### src/sv/stepper_speed_ramp_generator_macros.svh
// Assertion helpers used by the top-level RTL.
`ifndef STEPPER_SPEED_RAMP_GENERATOR_MACROS_SVH
`define STEPPER_SPEED_RAMP_GENERATOR_MACROS_SVH

// Same-cycle implication.
`define SSRG_ASSERT_IMP(lbl, clk, rst_n, ante, cons) \
    lbl: assert property (@(posedge clk) disable iff (!(rst_n)) (ante) |-> (cons)) \
        else $error("ssrg assertion failed");

// Next-cycle implication.
`define SSRG_ASSERT_NEXT(lbl, clk, rst_n, ante, cons) \
    lbl: assert property (@(posedge clk) disable iff (!(rst_n)) (ante) |=> (cons)) \
        else $error("ssrg assertion failed");

`endif

### src/sv/ssrg_pkg.sv
`timescale 1ns / 1ps
package ssrg_pkg;

    // request commands
    localparam logic [1:0] CMD_MOVE  = 2'd0;
    localparam logic [1:0] CMD_PULSE = 2'd1;
    localparam logic [1:0] CMD_TICK  = 2'd2;
    localparam logic [1:0] CMD_STOP  = 2'd3;

    // ramp phases
    localparam logic [1:0] PH_STOP  = 2'd0;
    localparam logic [1:0] PH_ACCEL = 2'd1;
    localparam logic [1:0] PH_RUN   = 2'd2;
    localparam logic [1:0] PH_DECEL = 2'd3;

    // config register indexes
    localparam logic [1:0] CFG_ACCEL = 2'd0;
    localparam logic [1:0] CFG_DECEL = 2'd1;
    localparam logic [1:0] CFG_SPEED = 2'd2;

    localparam logic [15:0] ACCEL_RST = 16'd100;
    localparam logic [15:0] DECEL_RST = 16'd100;
    localparam logic [15:0] SPEED_RST = 16'd1000;

    localparam logic [15:0] PULSE_WIDTH       = 16'd40;
    localparam logic [15:0] SINGLE_STEP_DELAY = 16'd1000;
    localparam logic [22:0] MIN_DELAY_NUM     = 23'd6000000;
    localparam logic [18:0] ALPHA_SQ_X        = 19'd394384;
    localparam logic [13:0] FIRST_SCALE       = 14'd10000;

    // a*628/100 == (a * M_RECIP) >> M_SHIFT, exact for any 16-bit a
    localparam logic [31:0] M_RECIP = 32'd3371549409;
    localparam int          M_SHIFT = 29;

    // divider geometry
    localparam int NUM_W = 48;
    localparam int DEN_W = 34;
    localparam int CNT_W = 6;

    // isqrt: operand below 2^20, so 10 digit steps
    localparam int          SQ_W     = 20;
    localparam logic [3:0]  SQ_FIRST = 4'd9;

    // datapath operations
    localparam int OP_W = 5;
    typedef logic [OP_W-1:0] t_op;
    localparam t_op OP_NONE        = 5'd0;
    localparam t_op OP_ACCEPT      = 5'd1;
    localparam t_op OP_MOVE_SHORT  = 5'd2;
    localparam t_op OP_DIV_FLOOR   = 5'd3;
    localparam t_op OP_DIV_X       = 5'd4;
    localparam t_op OP_SQRT        = 5'd5;
    localparam t_op OP_SCALE_M     = 5'd6;
    localparam t_op OP_DIV_MAXS    = 5'd7;
    localparam t_op OP_DIV_LIM     = 5'd8;
    localparam t_op OP_DIV_K       = 5'd9;
    localparam t_op OP_PLAN_END    = 5'd10;
    localparam t_op OP_PULSE       = 5'd11;
    localparam t_op OP_HALT        = 5'd12;
    localparam t_op OP_TICK_SIMPLE = 5'd13;
    localparam t_op OP_DIV_DELAY   = 5'd14;
    localparam t_op OP_TICK_END    = 5'd15;
    localparam t_op OP_EMIT        = 5'd16;

    typedef struct packed {
        t_op op;
    } t_dp_cmd;

    typedef struct packed {
        logic       unit_done;
        logic       moving;
        logic       steps_lt2;
        logic [1:0] cmd;
        logic [1:0] phase;
        logic       lim_le_max;
        logic       out_free;
    } t_dp_stat;

endpackage

### src/sv/ssrg_ctrl.sv
`timescale 1ns / 1ps
module ssrg_ctrl (
    input  logic               i_clk,
    input  logic               i_rst_n,
    input  logic               i_in_valid,
    input  ssrg_pkg::t_dp_stat i_stat,
    output ssrg_pkg::t_dp_cmd  o_ctl,
    output logic               o_in_stall
);
    import ssrg_pkg::*;

    localparam logic [3:0] S_IDLE = 4'd0;
    localparam logic [3:0] S_DISP = 4'd1;
    localparam logic [3:0] S_X    = 4'd2;
    localparam logic [3:0] S_SQ   = 4'd3;
    localparam logic [3:0] S_M    = 4'd4;
    localparam logic [3:0] S_MAXS = 4'd5;
    localparam logic [3:0] S_LIM  = 4'd6;
    localparam logic [3:0] S_K    = 4'd7;
    localparam logic [3:0] S_PLAN = 4'd8;
    localparam logic [3:0] S_TEND = 4'd9;
    localparam logic [3:0] S_EMIT = 4'd10;
    localparam logic [3:0] S_WAIT = 4'd11;

    logic [3:0] r_state, n_state, r_ret, n_ret;
    t_op        op;

    always_comb begin
        n_state = r_state;
        n_ret   = r_ret;
        op      = OP_NONE;
        case (r_state)
            S_IDLE: begin
                if (i_in_valid) begin
                    op      = OP_ACCEPT;
                    n_state = S_DISP;
                end
            end
            S_DISP: begin
                n_state = S_EMIT;
                case (i_stat.cmd)
                    CMD_MOVE: begin
                        if (!i_stat.moving) begin
                            if (i_stat.steps_lt2) begin
                                op = OP_MOVE_SHORT;
                            end else begin
                                op      = OP_DIV_FLOOR;
                                n_ret   = S_X;
                                n_state = S_WAIT;
                            end
                        end
                    end
                    CMD_PULSE: op = OP_PULSE;
                    CMD_TICK: begin
                        if (i_stat.phase inside {PH_ACCEL, PH_DECEL}) begin
                            op      = OP_DIV_DELAY;
                            n_ret   = S_TEND;
                            n_state = S_WAIT;
                        end else begin
                            op = OP_TICK_SIMPLE;
                        end
                    end
                    default: op = OP_HALT;
                endcase
            end
            S_X: begin
                op = OP_DIV_X;  n_ret = S_SQ;   n_state = S_WAIT;
            end
            S_SQ: begin
                op = OP_SQRT;   n_ret = S_M;    n_state = S_WAIT;
            end
            S_M: begin
                op = OP_SCALE_M; n_state = S_MAXS;
            end
            S_MAXS: begin
                op = OP_DIV_MAXS; n_ret = S_LIM; n_state = S_WAIT;
            end
            S_LIM: begin
                op = OP_DIV_LIM; n_ret = S_K;   n_state = S_WAIT;
            end
            S_K: begin
                if (i_stat.lim_le_max) begin
                    n_state = S_PLAN;
                end else begin
                    op = OP_DIV_K; n_ret = S_PLAN; n_state = S_WAIT;
                end
            end
            S_PLAN: begin
                op      = OP_PLAN_END;
                n_state = S_EMIT;
            end
            S_TEND: begin
                op      = OP_TICK_END;
                n_state = S_EMIT;
            end
            S_EMIT: begin
                if (i_stat.out_free) begin
                    op      = OP_EMIT;
                    n_state = S_IDLE;
                end
            end
            S_WAIT: begin
                if (i_stat.unit_done) n_state = r_ret;
            end
            default: n_state = S_IDLE;
        endcase
    end

    always_ff @(posedge i_clk) begin
        if (!i_rst_n) begin
            r_state <= S_IDLE;
            r_ret   <= S_IDLE;
        end else begin
            r_state <= n_state;
            r_ret   <= n_ret;
        end
    end

    assign o_ctl.op   = op;
    assign o_in_stall = (r_state != S_IDLE);
endmodule

### config.mk
export PLATFORM = sky130hd
export DESIGN_NAME = ssrg_ctrl
export DESIGN_NICKNAME = d
export VERILOG_FILES = /design/src/sv/stepper_speed_ramp_generator_macros.svh /design/src/sv/ssrg_pkg.sv /design/src/sv/ssrg_ctrl.sv
export SDC_FILE = /design/constraint.sdc
export NUM_CORES = 1
export LEC_CHECK = 0
export BUFFER_PORTS_ARGS = -buffer_cell sky130_fd_sc_hd__buf_2
export CORE_MARGIN = 2
export CORE_UTILIZATION = 47
export CTS_BUF_LIST = sky130_fd_sc_hd__clkbuf_16
export CTS_CLUSTER_SIZE = 25
export DETAILED_ROUTE_END_ITERATION = 8
export PLACE_DENSITY = 0.82
export SLEW_MARGIN = 20
export SYNTH_ARGS = -nofsm -noshare
export SYNTH_HDL_FRONTEND = slang
export SYNTH_SLANG_ARGS = --single-unit
### constraint.sdc
create_clock -name i_clk -period 1.3 [get_ports i_clk]
set_input_delay 0.065 -clock i_clk [delete_from_list [all_inputs] [get_ports i_clk]]
set_output_delay 0.065 -clock i_clk [all_outputs]
set_load 0.005 [all_outputs]
# Word level (Yosys, flattened, before mapping)
# Cells that the tools add are included.
[classes]
eq_ne = 23
n_mux = 23
n_reduce_logical = 9
[ops]
columns = ["cell", "n"]
rows = [
  ["$pmux W5 S11", 1],
  ["$mux W4", 8],
  ["$pmux W4 S8", 1],
  ["$pmux W4 S6", 1],
  ["$eq A4 B3 Y1 const B", 4],
  ["$eq A4 B4 Y1 const B", 4],
  ["$pmux W5 S3", 1],
  ["$ne A3 B3 Y1 const B", 3],
  ["$eq A4 B2 Y1 const B", 2],
  ["$ne A2 B2 Y1 const B", 4],
  ["$pmux W4 S2", 1],
  ["$mux W2", 3],
  ["$reduce_and A6 Y1", 1],
  ["$reduce_bool A6 Y1", 1],
  ["$mux W1", 5],
  ["$mux W5", 1],
  ["$eq A2 B1 Y1 const B", 2],
  ["$eq A2 B2 Y1 const B", 2],
  ["$eq A4 B1 Y1 const B", 1],
  ["$logic_not A4 Y1", 1],
  ["$reduce_bool A4 Y1", 1],
  ["$reduce_or A4 Y1", 1],
  ["$ne A3 B2 Y1 const B", 1],
  ["$reduce_and A3 Y1", 1],
  ["other kinds (4)", 4],
]
[word_totals]
register_bits = 8
output_inout_bits = 6
elab_cells = 57

# Depth between registers and ports, before layout
[logic_depth]
word_depth = 5
depth_mapped = 6

# Least setup slack after synthesis
# Ideal clock, no wire load.
[synth_timing]
path_type = "register -> register"
startpoint = "register r_state[1]"
endpoint = "register r_ret[3]"
t_arrival_ps = 1298
path_slack_ps = -86
path_stages_with_launch = 6
path_buffers = 1
period_less_slack_ps = 1386
cell_sequence = "dfxtp_1 -> buf_6 -> and4_4 -> or3_4 -> o21ba_1 -> a311oi_2"
[synth_between]
elab_chain_cells = 3
elab_cells_between_ends = 14
cone_classes = "eq/ne: 11; mux: 1; reduce/logical: 2"
[synth_rtl]
columns = ["item", "line", "text"]
rows = [
  ["from (decl)", "ssrg_ctrl.sv:25", "logic [3:0] r_state, n_state, r_ret, n_ret;"],
  ["from (signal assigned)", "ssrg_ctrl.sv:114", "r_state <= n_state;"],
  ["$eq A4 B1 Y1, or another cell as far along", "ssrg_ctrl.sv:32", "case (r_state)"],
  ["$ne A3 B2 Y1 (no source line), or another cell as far along", "--", ""],
  ["$reduce_and A6 Y1 (no source line)", "--", ""],
  ["to (signal assigned)", "ssrg_ctrl.sv:115", "r_ret <= n_ret;"],
  ["to (decl)", "ssrg_ctrl.sv:25", ""],
]
# Several ways; a longest one is shown, not always the timed one.
# A chain may end at the register's enable or synchronous reset.

==> results.tsv <==
stage	metric	value	unit
global_routing	GRT Resource Usage Total	32.1	%
global_routing	first-pass GRT wire length	4420	um
status	failing checks	setup timing	
route	DR pass1 iterations	4	
sta	Final Setup Violations	12	
die	die area	1970	um^2
worst_setup_path	crit end category	output pin	
worst_setup_path	WP data required	1240	ps
sta	final worst slack	-152	ps
clock_network	Hold Buf Count CTS	0	
global_routing	vias in the first global route	943	
sta	slew margin rel.	70.6	%
synthesis	Avg Cell Area, Syn	7.67	um^2
global_routing	initial antenna violation count	0	
hold_path	Hold Path Depth	2	
die	row count	14	
worst_setup_path	Worst R2R Setup Slack	-130	ps
die	starting density of the core	50.3	%
sta	RSZ-0062 raised after global routing	yes	
worst_setup_path	r2r startpoint	r_state[2]	
synthesis	cell count after synthesis	100	
power	total power	2.72	mW
worst_setup_path	Worst EP arrival	1390	ps
finish	Fillers	81	
die	die height	44.4	um
global_routing	pin count of the biggest net entering global routing	10	
flow_run	Max-Cap Viols	0	
hold_path	Worst Hold Class	in -> reg	
worst_setup_path	r2r endpoint	r_ret[3]	
synthesis	Post-Syn Nets	112	
route	DR WL/cell	18.7	um
die	Core Box Area	1520	um^2
finish	register area	175	um^2
finish	Layout area overhead	71.8	%
sta	fin crit share	112	%
finish	Multi-input gate area	663	um^2
finish	antenna cells	0	
route	via density per instance	6.39	
sta	Slew @ Worst Pin	441	ps
die	number of I/O pins	18	
status	outcome	complete, but fails checks	
sta	Highest Clock Rate	0.689	GHz
synthesis	YS warnings	0	
route	final wirelength	2960	um
place	port bufs	16	
sta	min Tclk post-route	1450	ps
clock_network	Clock Tree Buf Depth	2	
synthesis	number of enable flip-flop cells after synthesis	0	
synthesis	Main synth FF type	dfxtp_1	
power	total power per unit cell area	2060	nW/um^2
clock_network	clock sinks	8	
global_routing	total grt overflow	0	
clock_network	CTS tree	done	
synthesis	Unique masters post-synth	42	
synthesis	Seq/Total Area, Yosys	20.9	%
sta	Max Slew Vio Count	0	
hold_path	HP Start	i_rst_n	
worst_setup_path	CP Launch Type	flop	
synthesis	Synth Cell Area	767	um^2
clock_network	Clk pin slew, worst setup/hold paths	40	ps
synthesis	flops & latches, synth	8	
finish	Final #Nets	156	
sta	Worst Skew	2.54	ps
sta	Hold Vio Cnt, Final	0	
worst_setup_path	R2R cell count	4	
finish	layout cell share with drive strength beyond 1	59.2	%
worst_setup_path	Worst Path Max Fanout	8	
sta	setup TNS	-910	ps
power	worst vdd ir	1.59	mV
route	drc violations	0	
place	RePlAce Congestion	0.977	
clock_network	Clock Latency Late Sink	240	ps
route	Vias	1009	
worst_setup_path	Worst Path Class, Setup	reg -> out	
clock_network	CTS root buf	clkbuf_16	
hold_path	Worst Hold End	r_state[1]	
route	drt initial violations	31	
clock_network	H-tree levels	1	
synthesis	asr flop ratio synth	0	%
route	Final ANT Viol Nets	0	
clock_network	CTS buffer count	3	
die	Die W	44.4	um
power	Pleak	0.537	nW
place	post-DP HPWL	1600	um
place	Setup WS pre-CTS	-183	ps
finish	final core area utilization	86.5	%
==> cell usage after synthesis (2+ instances only) <==
cell      count  area share (%)
buf_2         6             3.9
or4_1         3             2.9
inv_1         2            0.98
a211oi_1      2             2.0
o21ai_0       7             4.6
mux2i_1       3             3.9
o21a_1        2             2.0
clkbuf_1      3             1.5
o22ai_1       2             1.6
a21oi_1       9             5.9
nor2_1        6             2.9
nor3b_1       3             2.9
nand2_1      10             4.9
dfxtp_1       8              21
nand3_1       3             2.0
nor2b_1       5             4.1
==> worst max path at each step <==
stage	end	startpoint	cells past startpoint	slack, ps
2_1_floorplan	r_ret[3]	r_state[1]	5	-90
3_3_place_gp	r_state[0]	r_state[3]	4	-170
3_5_place_dp	r_state[0]	r_state[3]	4	-180
4_1_cts	o_ctl[0]	r_state[1]	6	-120
5_1_grt	o_ctl[0]	r_state[2]	7	-170
6_report	o_ctl[0]	r_state[1]	6	-150
==> repair_timing <==
action                     in CTS  in global routing
pin swaps                       7                 10
cloned                          0                  0
buffers inserted               10                  4
gates resized for setup        27                 22
setup endpoints to repair      14                 14
==> layout by cell type (no fill, tap or decap), types with 4 or more instances in the layout <==
| cell | netlist | final |
|---|---|---|
| buf_4 | 0 | 20 |
| buf_2 | 6 | 16 |
| buf_6 | 1 | 13 |
| nand2_1 | 10 | 8 |
| a21oi_1 | 9 | 6 |
| o21ai_0 | 7 | 5 |
| dfxtp_1 | 8 | 4 |
| dfxtp_4 | 0 | 4 |
==> stage by stage <==
stage	area [um^2]	instances	hold slack [ps]
CTS	1200	154	121
detailed placement	957	141	363
finish	1320	158	125
global route	1320	158	138
floorplan	767	100	243
global placement	957	141	345
==> registers in the layout, summed over array words and instances, names as in the netlist <==
| name | count |
|---|---|
| r_ret | 4 |
| r_state | 4 |
==> final cells by class <==
class | count | area share (%)
inverter | 2 | 0.570
timing repair buffer | 49 | 28.6
tap | 16 | 1.52
sequential | 8 | 13.3
clock buffer | 3 | 5.70
multi-input combinational | 80 | 50.3
==> cells by family after synthesis <==
group,Yosys count,share of synthesized area [%]
AND/OR/NAND/NOR,39,29.7
AO/OA/AOI/OAI,36,35.1
buffers and inverters,12,7.83
flip-flops,8,20.9
multiplexers,4,5.38
XOR/XNOR,1,1.14
==> metal layers <==
| layer | vias up | track usage, % | part of all wire, % |
|---|---|---|---|
| li1 | 462 | - | - |
| met1 | 480 | 33.0 | 39 |
| met2 | 48 | 54.4 | 49 |
| met3 | 19 | 10.2 | 5.9 |
| met4 | 0 | 23.6 | 6.1 |
| met5 | - | 0 | 0 |
==> critical path, stage by stage (launching register included) <==
cell     delay, ps
dfxtp_4        380
buf_6          140
nand2_1         60
mux2i_1         70
mux2_2         270
o22ai_1         90
buf_2          130
==> where the power goes <==
part	switching (mW)	internal, mW
registers	0.116	0.339
clock network	0.133	0.398
logic	0.797	0.934
(Power assumes the default switching activity.)
